File: src/rtl/core/sddf_pkg.sv
package sddf_pkg;

    localparam int MAX_DIGITS = 6;
    localparam int MIN_DIGITS = 2;

    localparam int VALUE_W = 16;
    localparam int MAG_W   = VALUE_W - 1;
    localparam int COUNT_W = 3;
    localparam int GLYPH_W = 4;
    localparam int POS_W   = 3;
    localparam int BCD_DIGITS = 5;
    localparam int BCD_W   = 4 * BCD_DIGITS;
    localparam int STEP_W  = $clog2(MAG_W);

    localparam logic [GLYPH_W-1:0] GLYPH_MINUS  = 4'd0;
    localparam logic [GLYPH_W-1:0] GLYPH_POINT  = 4'd1;
    localparam logic [GLYPH_W-1:0] GLYPH_DIGIT0 = 4'd3;
    localparam logic [GLYPH_W-1:0] GLYPH_BLANK  = 4'd14;

    typedef enum logic [1:0] {
        ST_IDLE,
        ST_CONVERT,
        ST_EMIT
    } state_t;

endpackage

File: src/rtl/core/sddf_item_if.sv
interface sddf_item_if;
    logic                                 valid;
    logic                                 ready;
    logic signed [sddf_pkg::VALUE_W-1:0]  value;
    logic        [sddf_pkg::COUNT_W-1:0]  digit_count;
    logic                                 decimal_mode;
    logic        [sddf_pkg::COUNT_W-1:0]  keep_count;

    modport source (output valid, value, digit_count, decimal_mode, keep_count, input ready);
    modport sink   (input valid, value, digit_count, decimal_mode, keep_count, output ready);
endinterface

File: src/rtl/core/sddf_result_if.sv
interface sddf_result_if;
    logic                           valid;
    logic                           ready;
    logic [sddf_pkg::GLYPH_W-1:0]   glyph;
    logic [sddf_pkg::POS_W-1:0]     position;
    logic                           last;

    modport source (output valid, glyph, position, last, input ready);
    modport sink   (input valid, glyph, position, last, output ready);
endinterface

File: src/rtl/core/signed_decimal_digit_formatter.sv
// Signed decimal glyph formatter.
// item (sink): one request carries a signed 16-bit value, the field length
// digit_count (2 to 6, clamped), decimal_mode and keep_count.
// result (source): one request per character position, leftmost first, with
// the glyph code, its position and last on the rightmost one.
// A request is taken in idle, the magnitude is converted to five BCD digits by
// a shift-and-add-3 loop, one magnitude bit per cycle, and then one character
// per cycle is loaded into the output register while the receiver keeps ready
// high.
// The next request is taken as soon as the last character sits in the output
// register, so its conversion overlaps delivery of that last character.
// A receiver stall holds the output register and pauses character emission;
// the conversion of a request already taken still runs to its end.
// Reset empties the output register and returns the block to idle.
module signed_decimal_digit_formatter (
    input  logic               clk,
    input  logic               rst_n,
    sddf_item_if.sink          item,
    sddf_result_if.source      result
);

    sddf_pkg::state_t                 state_reg, state_next;
    logic [sddf_pkg::STEP_W-1:0]      step_reg, step_next;
    logic [sddf_pkg::POS_W-1:0]       pos_reg, pos_next;
    logic                             blank_reg, blank_next;
    logic                             out_valid_reg, out_valid_next;

    logic [sddf_pkg::MAG_W-1:0]       mag_reg, mag_next;
    logic [sddf_pkg::BCD_W-1:0]       bcd_reg, bcd_next;
    logic [sddf_pkg::POS_W-1:0]       last_pos_reg, last_pos_next;
    logic [sddf_pkg::POS_W-1:0]       limit_reg, limit_next;
    logic                             neg_reg, neg_next;
    logic                             dec_reg, dec_next;
    logic [sddf_pkg::GLYPH_W-1:0]     glyph_reg, glyph_next;
    logic [sddf_pkg::POS_W-1:0]       opos_reg, opos_next;
    logic                             olast_reg, olast_next;

    logic                             accept;
    logic                             load;
    logic [sddf_pkg::VALUE_W-1:0]     raw;
    logic [sddf_pkg::VALUE_W-1:0]     negated;
    logic [sddf_pkg::MAG_W-1:0]       in_mag;
    logic [sddf_pkg::COUNT_W-1:0]     in_n;
    logic [sddf_pkg::BCD_W-1:0]       bcd_adj;
    logic [sddf_pkg::POS_W-1:0]       col;
    logic [sddf_pkg::POS_W-1:0]       idx;
    logic [3:0]                       digit;
    logic [sddf_pkg::GLYPH_W-1:0]     code;
    logic                             blank_now;

    assign accept = item.valid && item.ready;
    assign load   = (state_reg == sddf_pkg::ST_EMIT) && (!out_valid_reg || result.ready);

    assign result.valid    = out_valid_reg;
    assign result.glyph    = glyph_reg;
    assign result.position = opos_reg;
    assign result.last     = olast_reg;

    // saturate the most negative value, clamp the field length
    always_comb
    begin
        raw     = item.value;
        negated = (~raw) + 16'd1;
        if (!raw[sddf_pkg::VALUE_W-1])
            in_mag = raw[sddf_pkg::MAG_W-1:0];
        else if (negated[sddf_pkg::VALUE_W-1])
            in_mag = {sddf_pkg::MAG_W{1'b1}};
        else
            in_mag = negated[sddf_pkg::MAG_W-1:0];

        if (item.digit_count < sddf_pkg::COUNT_W'(sddf_pkg::MIN_DIGITS))
            in_n = sddf_pkg::COUNT_W'(sddf_pkg::MIN_DIGITS);
        else if (item.digit_count > sddf_pkg::COUNT_W'(sddf_pkg::MAX_DIGITS))
            in_n = sddf_pkg::COUNT_W'(sddf_pkg::MAX_DIGITS);
        else
            in_n = item.digit_count;
    end

    // add 3 to every BCD digit of 5 or more
    always_comb
    begin
        for (int i = 0; i < sddf_pkg::BCD_DIGITS; i++)
        begin
            if (bcd_reg[4*i +: 4] >= 4'd5)
                bcd_adj[4*i +: 4] = bcd_reg[4*i +: 4] + 4'd3;
            else
                bcd_adj[4*i +: 4] = bcd_reg[4*i +: 4];
        end
    end

    // glyph for the current position
    always_comb
    begin
        col = last_pos_reg - pos_reg;
        if (dec_reg && (col != '0))
            idx = col - 3'd1;
        else
            idx = col;

        unique case (idx)
            3'd0:    digit = bcd_reg[3:0];
            3'd1:    digit = bcd_reg[7:4];
            3'd2:    digit = bcd_reg[11:8];
            3'd3:    digit = bcd_reg[15:12];
            3'd4:    digit = bcd_reg[19:16];
            default: digit = 4'd0;
        endcase

        if (neg_reg && (pos_reg == '0))
            code = sddf_pkg::GLYPH_MINUS;
        else if (dec_reg && (col == 3'd1))
            code = sddf_pkg::GLYPH_POINT;
        else
            code = digit + sddf_pkg::GLYPH_DIGIT0;

        blank_now = blank_reg && (pos_reg < limit_reg) && (code == sddf_pkg::GLYPH_DIGIT0);
    end

    always_comb
    begin
        state_next     = state_reg;
        step_next      = step_reg;
        pos_next       = pos_reg;
        blank_next     = blank_reg;
        out_valid_next = out_valid_reg;
        mag_next       = mag_reg;
        bcd_next       = bcd_reg;
        last_pos_next  = last_pos_reg;
        limit_next     = limit_reg;
        neg_next       = neg_reg;
        dec_next       = dec_reg;
        glyph_next     = glyph_reg;
        opos_next      = opos_reg;
        olast_next     = olast_reg;
        item.ready     = 1'b0;

        if (result.ready)
            out_valid_next = 1'b0;

        unique case (state_reg)
            sddf_pkg::ST_IDLE:
            begin
                item.ready = 1'b1;
                if (item.valid)
                begin
                    mag_next      = in_mag;
                    bcd_next      = '0;
                    neg_next      = raw[sddf_pkg::VALUE_W-1];
                    dec_next      = item.decimal_mode;
                    last_pos_next = in_n - 3'd1;
                    if (item.keep_count >= in_n)
                        limit_next = '0;
                    else
                        limit_next = in_n - item.keep_count;
                    step_next  = '0;
                    state_next = sddf_pkg::ST_CONVERT;
                end
            end
            sddf_pkg::ST_CONVERT:
            begin
                bcd_next  = {bcd_adj[sddf_pkg::BCD_W-2:0], mag_reg[sddf_pkg::MAG_W-1]};
                mag_next  = mag_reg << 1;
                step_next = step_reg + sddf_pkg::STEP_W'(1);
                if (step_reg == sddf_pkg::STEP_W'(sddf_pkg::MAG_W - 1))
                begin
                    pos_next   = '0;
                    blank_next = 1'b1;
                    state_next = sddf_pkg::ST_EMIT;
                end
            end
            sddf_pkg::ST_EMIT:
            begin
                if (load)
                begin
                    out_valid_next = 1'b1;
                    glyph_next     = blank_now ? sddf_pkg::GLYPH_BLANK : code;
                    opos_next      = pos_reg;
                    olast_next     = (pos_reg == last_pos_reg);
                    blank_next     = blank_now;
                    pos_next       = pos_reg + 3'd1;
                    if (pos_reg == last_pos_reg)
                        state_next = sddf_pkg::ST_IDLE;
                end
            end
            default:
            begin
                state_next = sddf_pkg::ST_IDLE;
            end
        endcase
    end

    always_ff @(posedge clk or negedge rst_n)
    begin
        if (!rst_n)
        begin
            state_reg     <= sddf_pkg::ST_IDLE;
            step_reg      <= '0;
            pos_reg       <= '0;
            blank_reg     <= 1'b0;
            out_valid_reg <= 1'b0;
        end
        else
        begin
            state_reg     <= state_next;
            step_reg      <= step_next;
            pos_reg       <= pos_next;
            blank_reg     <= blank_next;
            out_valid_reg <= out_valid_next;
        end
    end

    always_ff @(posedge clk)
    begin
        mag_reg      <= mag_next;
        bcd_reg      <= bcd_next;
        last_pos_reg <= last_pos_next;
        limit_reg    <= limit_next;
        neg_reg      <= neg_next;
        dec_reg      <= dec_next;
        glyph_reg    <= glyph_next;
        opos_reg     <= opos_next;
        olast_reg    <= olast_next;
    end

`ifndef SYNTHESIS
    a_accept_starts: assert property (@(posedge clk) disable iff (!rst_n)
        accept |=> (state_reg == sddf_pkg::ST_CONVERT) && (step_reg == '0))
        else $error("request did not start a conversion");

    a_emit_in_field: assert property (@(posedge clk) disable iff (!rst_n)
        (state_reg == sddf_pkg::ST_EMIT) |-> (pos_reg <= last_pos_reg))
        else $error("emit position beyond field");

    a_glyph_code: assert property (@(posedge clk) disable iff (!rst_n)
        out_valid_reg |-> (glyph_reg != 4'd2) && (glyph_reg != 4'd13) && (glyph_reg != 4'd15))
        else $error("unused glyph code emitted");

    a_load_when_free: assert property (@(posedge clk) disable iff (!rst_n)
        (out_valid_reg && !result.ready) |=> $stable(opos_reg) && out_valid_reg)
        else $error("output register overwritten while stalled");
`endif

endmodule
File: src/flat_wrapper.sv
// flat-port wrapper written by rule: the top's interface ports become plain ports
module signed_decimal_digit_formatter_flat 
  (clk, rst_n, item_valid, item_value, item_digit_count, item_decimal_mode, item_keep_count, item_ready, result_valid, result_glyph, result_position, result_last, result_ready);
  sddf_item_if item_i ();
  sddf_result_if result_i ();
  input  logic clk;
  input  logic rst_n;
  input wire logic [$bits(item_i.valid)-1:0] item_valid;
  input wire logic [$bits(item_i.value)-1:0] item_value;
  input wire logic [$bits(item_i.digit_count)-1:0] item_digit_count;
  input wire logic [$bits(item_i.decimal_mode)-1:0] item_decimal_mode;
  input wire logic [$bits(item_i.keep_count)-1:0] item_keep_count;
  output wire logic [$bits(item_i.ready)-1:0] item_ready;
  output wire logic [$bits(result_i.valid)-1:0] result_valid;
  output wire logic [$bits(result_i.glyph)-1:0] result_glyph;
  output wire logic [$bits(result_i.position)-1:0] result_position;
  output wire logic [$bits(result_i.last)-1:0] result_last;
  input wire logic [$bits(result_i.ready)-1:0] result_ready;
  assign item_i.valid = item_valid;
  assign item_i.value = item_value;
  assign item_i.digit_count = item_digit_count;
  assign item_i.decimal_mode = item_decimal_mode;
  assign item_i.keep_count = item_keep_count;
  assign item_ready = item_i.ready;
  assign result_valid = result_i.valid;
  assign result_glyph = result_i.glyph;
  assign result_position = result_i.position;
  assign result_last = result_i.last;
  assign result_i.ready = result_ready;
  signed_decimal_digit_formatter u_core (.clk(clk), .rst_n(rst_n), .item(item_i), .result(result_i));
endmodule
File: config.mk
export PLATFORM = sky130hd
export DESIGN_NAME = signed_decimal_digit_formatter_flat
export DESIGN_NICKNAME = d
export VERILOG_FILES = /design/src/rtl/core/sddf_pkg.sv /design/src/rtl/core/sddf_item_if.sv /design/src/rtl/core/sddf_result_if.sv /design/src/rtl/core/signed_decimal_digit_formatter.sv /design/src/flat_wrapper.sv
export SDC_FILE = /design/constraint.sdc
export NUM_CORES = 1
export LEC_CHECK = 0
export BUFFER_PORTS_ARGS = -buffer_cell sky130_fd_sc_hd__buf_2
export CORE_MARGIN = 2
export CORE_UTILIZATION = 64
export CTS_BUF_LIST = sky130_fd_sc_hd__clkbuf_4 sky130_fd_sc_hd__clkbuf_8 sky130_fd_sc_hd__clkbuf_16
export DETAILED_ROUTE_END_ITERATION = 6
export PLACE_DENSITY = 0.93
export SLEW_MARGIN = 30
export SYNTH_ARGS = -nofsm -noshare
export SYNTH_HDL_FRONTEND = slang
export SYNTH_SLANG_ARGS = --single-unit
File: constraint.sdc
create_clock -name clk -period 11.1 [get_ports clk]
set_input_delay 2.22 -clock clk [delete_from_list [all_inputs] [get_ports clk]]
set_output_delay 2.22 -clock clk [all_outputs]
set_load 0.02 [all_outputs]
Word level (Yosys, flattened, before mapping):

Cells that the tools add are included.

* equality and inequality tests: 14
* reduce and logical (&&, ||, !) cells: 19
* order comparisons: 9
* $add $sub $neg: 13
* multiplexer cells: 34
* bitwise logic cells: 1

Operators by type and width (number)
* $mux W15: 3
* $pmux W20 S2: 1
* $pmux W15 S2: 1
* $mux W4: 7
* $add A4 B2 Y4 const B: 5
* $ge A4 B3 Y1 const B: 5
* $mux W20: 1
* $pmux W4 S5: 1
* $mux W3: 6
* $add A16 B1 Y16 const B: 1
* $not A16 Y16: 1
* $mux W2: 4
* $pmux W4 S2: 1
* $eq A3 B1 Y1 const B: 2
* $eq A3 B2 Y1 const B: 2
* $logic_and A1 B1 Y1: 6
* $logic_not A3 Y1: 2
* $mux W1: 6
* $pmux W2 S3: 1
* $pmux W3 S2: 1
* $reduce_and A2 Y1: 3
* $sub A3 B1 Y3 const B: 2
* $sub A3 B3 Y3: 2
* $add A4 B1 Y4 const B: 1
* 22 further kinds: 25

* output and inout bits: 10
* input port bits: 27
* register bits after elaboration: 62

Logic depth before layout (Yosys ltp):

* depth after elaboration: 13
* depth in mapped cells: 13

Worst setup path after synthesis:

Ideal clock, no wire load.

* path type: input-to-reg
* start point: input item_value[1]
* end point: register u_core.mag_reg[10] (netlist name), data pin
* path buffers: 0
* setup time: 0.131 ns
* slack: 6.987 ns
* stages: 5
* arrival time: 3.982 ns
* required time: 10.969 ns
* path through: or3_1 or3_4 or3_4 o41ai_4 o22a_1

* longest elaborated chain between the ends: 6

RTL lines
* start, declared: RTL line flat_wrapper.sv:9 `input wire logic [$bits(item_i.value)-1:0] item_value;`
* $not A16 Y16: RTL line signed_decimal_digit_formatter.sv:63 `negated = (~raw) + 16'd1;`
* $add A16 B1 Y16: RTL line signed_decimal_digit_formatter.sv:63
* $mux W15: RTL line signed_decimal_digit_formatter.sv:66 `else if (negated[sddf_pkg::VALUE_W-1])`
* $mux W15: RTL line signed_decimal_digit_formatter.sv:64 `if (!raw[sddf_pkg::VALUE_W-1])`
* $mux W15: RTL line signed_decimal_digit_formatter.sv:144 `if (item.valid)`
* $pmux W15 S2: RTL line signed_decimal_digit_formatter.sv:140 `unique case (state_reg)`
* named net u_core.mag_next (one bit): RTL line signed_decimal_digit_formatter.sv:28 `logic [sddf_pkg::MAG_W-1:0] mag_reg, mag_next;`
* end signal, assigned: RTL line signed_decimal_digit_formatter.sv:214 `mag_reg <= mag_next;`
* end, declared: RTL line signed_decimal_digit_formatter.sv:28

The timed path passes the listed nets, and every way through them passes these cells. The select of a mux whose other input is x is not followed.
A chain may end at the register's enable or synchronous reset.

Worst setup path after layout:

* start point: input item_value[1]
* end point: register u_core.mag_reg[14] (netlist name), data pin

Same word-level chain as after synthesis.

==> metrics.cfg <==
[layout]
areaGrowthSynthToFinish_pct=11.1
final_util=0.732
drive_gt1_frac=0.174
fin_area_mm2=0.00434
antenna_cells=0
stdcell_count=489
nNetsFinal=464
largest_reg_flops=20

[floorplanning]
die_y_um=82.1
die_area_mm2=0.00674
num_rows=28
core-area_mm2=0.00592
dieWidth_um=82.1
io_pins=37
start_util=0.660

[power_and_ir_drop]
swShare=0.408
peakVddDrop_mv=0.184
intPower_mw=0.787
finalPower_mw=1.33
pwr-share-comb=0.500
pwr-share-clk=0.147
p_per_area_mw_per_mm2=307
p_switching_mw=0.543
power.share.sequential=0.354
leakagePower_nw=1.83

[worst_setup_path]
slowest_delay_ns=0.54
worstPathArrival_ns=4.23
cp_common_cell=or3_4
worstPathCellList=buf_2 > or3_1 > or3_4 > or3_4 > o41ai_4 > o22a_1
path_buf_inv=1
path_class=input pin to flip-flop
required_ns=11.32
cp_max_fo=9
startpoint_type=input pin
crit_cells=6
r2r_cells=11
crit_family=simple AND/OR/NAND/NOR gates
slowest_stage=o41ai_4
end_kind=flip-flop

[logic_synthesis]
synthFlopType=edfxtp_1
synth_enable_flop_cells=51
synth_seq_cells=62
synth.distinct_cells=57
yosysSeqAreaShare=0.463
syn_inst=370
syn-num-nets=425
synth_warnings=0
synth_top_area_cell=edfxtp_1
async_flop_share=0.177
ys_top_cells_by_area=edfxtp_1 39%, ha_1 8.3%, dfrtp_1 7.0%
synth_top_area_frac=0.392
netlist_area_mm2=0.00390
syn_avg_cell_area_um2=10.6

[timing]
timing.setup.tns_ns=0
fin_crit_ns=4.02
setup_slack_ns=7.08
fin_crit_sh=0.362
hold_slack_ns=0.511
tightest_slew_ns=0.649
worst_clock_skew_ns=0.0103
timing_hold_violations_final=0
max_slew_margin=0.566
fmax_mhz=249
slew_viol_final=0
setup_viol=0
rsz0062_at_grt=no

[clocking]
post_cts_resized=0
htreeDepth=3
clock_latency_ns=0.35
cts_hold_buf=0
clock-sinks=62
clk_path_buf_depth=2
cts-root-buf=clkbuf_8
post_cts_buffers=0
clk_pin_slew_ns=0.07
numCtsBuffers=9
cts_tree=done

[route]
dr_total_vias=2819
drt_pre_antenna_iters=4
routed_wl_um=7330
routedWlPerCell_um=15.0
vias_per_cell=5.76
antenna_left=0
drc=0
drtIter0Drc=212

[global_routing]
gr-usage-all-layers=0.249
grt_max_degree=38
antenna_found_initial=0
first_global_vias=2802
overflow=0
grt_pass1_wl_um=12500

[run_status]
outcome=finished clean

[placed_design]
place_hpwl_um=5390
dpl_cell_area_mm2=0.00415
place_ws_ns=6.69
dp_cells=473
io_buffers=36
gp_congestion=0.889

[worst_hold_path]
min_delay_path_depth=1
hold_path_class=flip-flop to flip-flop

[run]
maxCapViolCount=0

-- path summary, 6_finish.rpt --
path,endpoint,slack [ns],startpoint
hold reg to reg,u_core.state_reg[0],0.51,u_core.state_reg[1]
setup / recovery,u_core.mag_reg[14],7.08,item_value[1]
max in group asynchronous,u_core.pos_reg[1],9.16,rst_n
hold / removal,u_core.state_reg[0],0.51,u_core.state_reg[1]
setup reg to reg,u_core.result.glyph[0],7.16,u_core.pos_reg[0]
min in group asynchronous,u_core.pos_reg[0],1.73,rst_n
-- worst register-to-register path, delay by kind of cell (launching register included) --
| kind | cells | cell delay, ns |
|---|---|---|
| adders and majority gates | 3 | 0.81 |
| xor gates and xnor gates | 2 | 0.63 |
| AOI/OAI and AO/OA | 4 | 0.89 |
| DFF | 1 | 0.44 |
| and+or+nand+nor | 1 | 0.35 |
| muxes | 1 | 0.56 |
-- cells in the mapped netlist, types with 4 or more instances --
| library cell | n |
|---|---|
| a21oi_1 | 20 |
| and2_1 | 5 |
| and3_1 | 4 |
| clkbuf_1 | 7 |
| dfrtp_1 | 11 |
| edfxtp_1 | 51 |
| ha_1 | 26 |
| inv_1 | 27 |
| mux2i_1 | 5 |
| nand2_1 | 35 |
| nand2b_1 | 10 |
| nand3_1 | 4 |
| nor2_1 | 39 |
| nor3_1 | 6 |
| o21ai_0 | 23 |
| o22a_1 | 9 |
| o22ai_1 | 5 |
| or3_1 | 4 |
| xnor2_1 | 17 |
| xor2_1 | 9 |
-- layer usage --
layer	wire length [um]	vias up	track usage
met5	0	-	0
met4	136	0	0.0933
met3	309	15	0.0652
met2	3750	66	0.428
met1	3140	1345	0.301
li1	-	1393	-
-- logic make-up (layout without fill, tap and decap cells) --
family                     after synthesis  in the layout  share of synthesized area
DFF                                     62             62                      0.463
adders and majority gates               28             28                     0.0936
and+or+nand+nor                        124            124                      0.159
xor gates and xnor gates                29             29                     0.0753
AOI/OAI and AO/OA                       79             79                      0.139
muxes                                    9              9                     0.0301
buffers and inverters                   39             83                     0.0404
-- placed cells by master, fill, tap and decap left out, drive strengths merged, types with 10 or more instances in the layout --
cell type | netlist | final
xnor2 | 19 | 19
inv | 29 | 29
dfrtp | 11 | 11
a21oi | 20 | 20
buf | 3 | 38
edfxtp | 51 | 51
o21ai | 23 | 23
nor2 | 39 | 39
ha | 26 | 26
nand2 | 35 | 35
nand2b | 10 | 10
-- power by group through the flow --
stage | Sequential [mW] | Combinational [mW] | Clock (mW)
5_1_grt | 0.482 | 0.753 | 0.205
3_3_place_gp | 0.467 | 0.618 | 0
4_1_cts | 0.470 | 0.667 | 0.194
2_1_floorplan | 0.451 | 0.543 | 0
6_report | 0.470 | 0.664 | 0.195
3_5_place_dp | 0.474 | 0.661 | 0
-- area by class of cell --
class	instances	area, um^2
Multi-Input combinational cell	269	1940
Clock inverter	7	65.1
Clock buffer	9	124
Timing Repair Buffer	38	195
Sequential cell	62	1810
Fill cell	403	1580
Tap cell	75	93.8
Inverter	29	109
(Power assumes the default switching activity.)
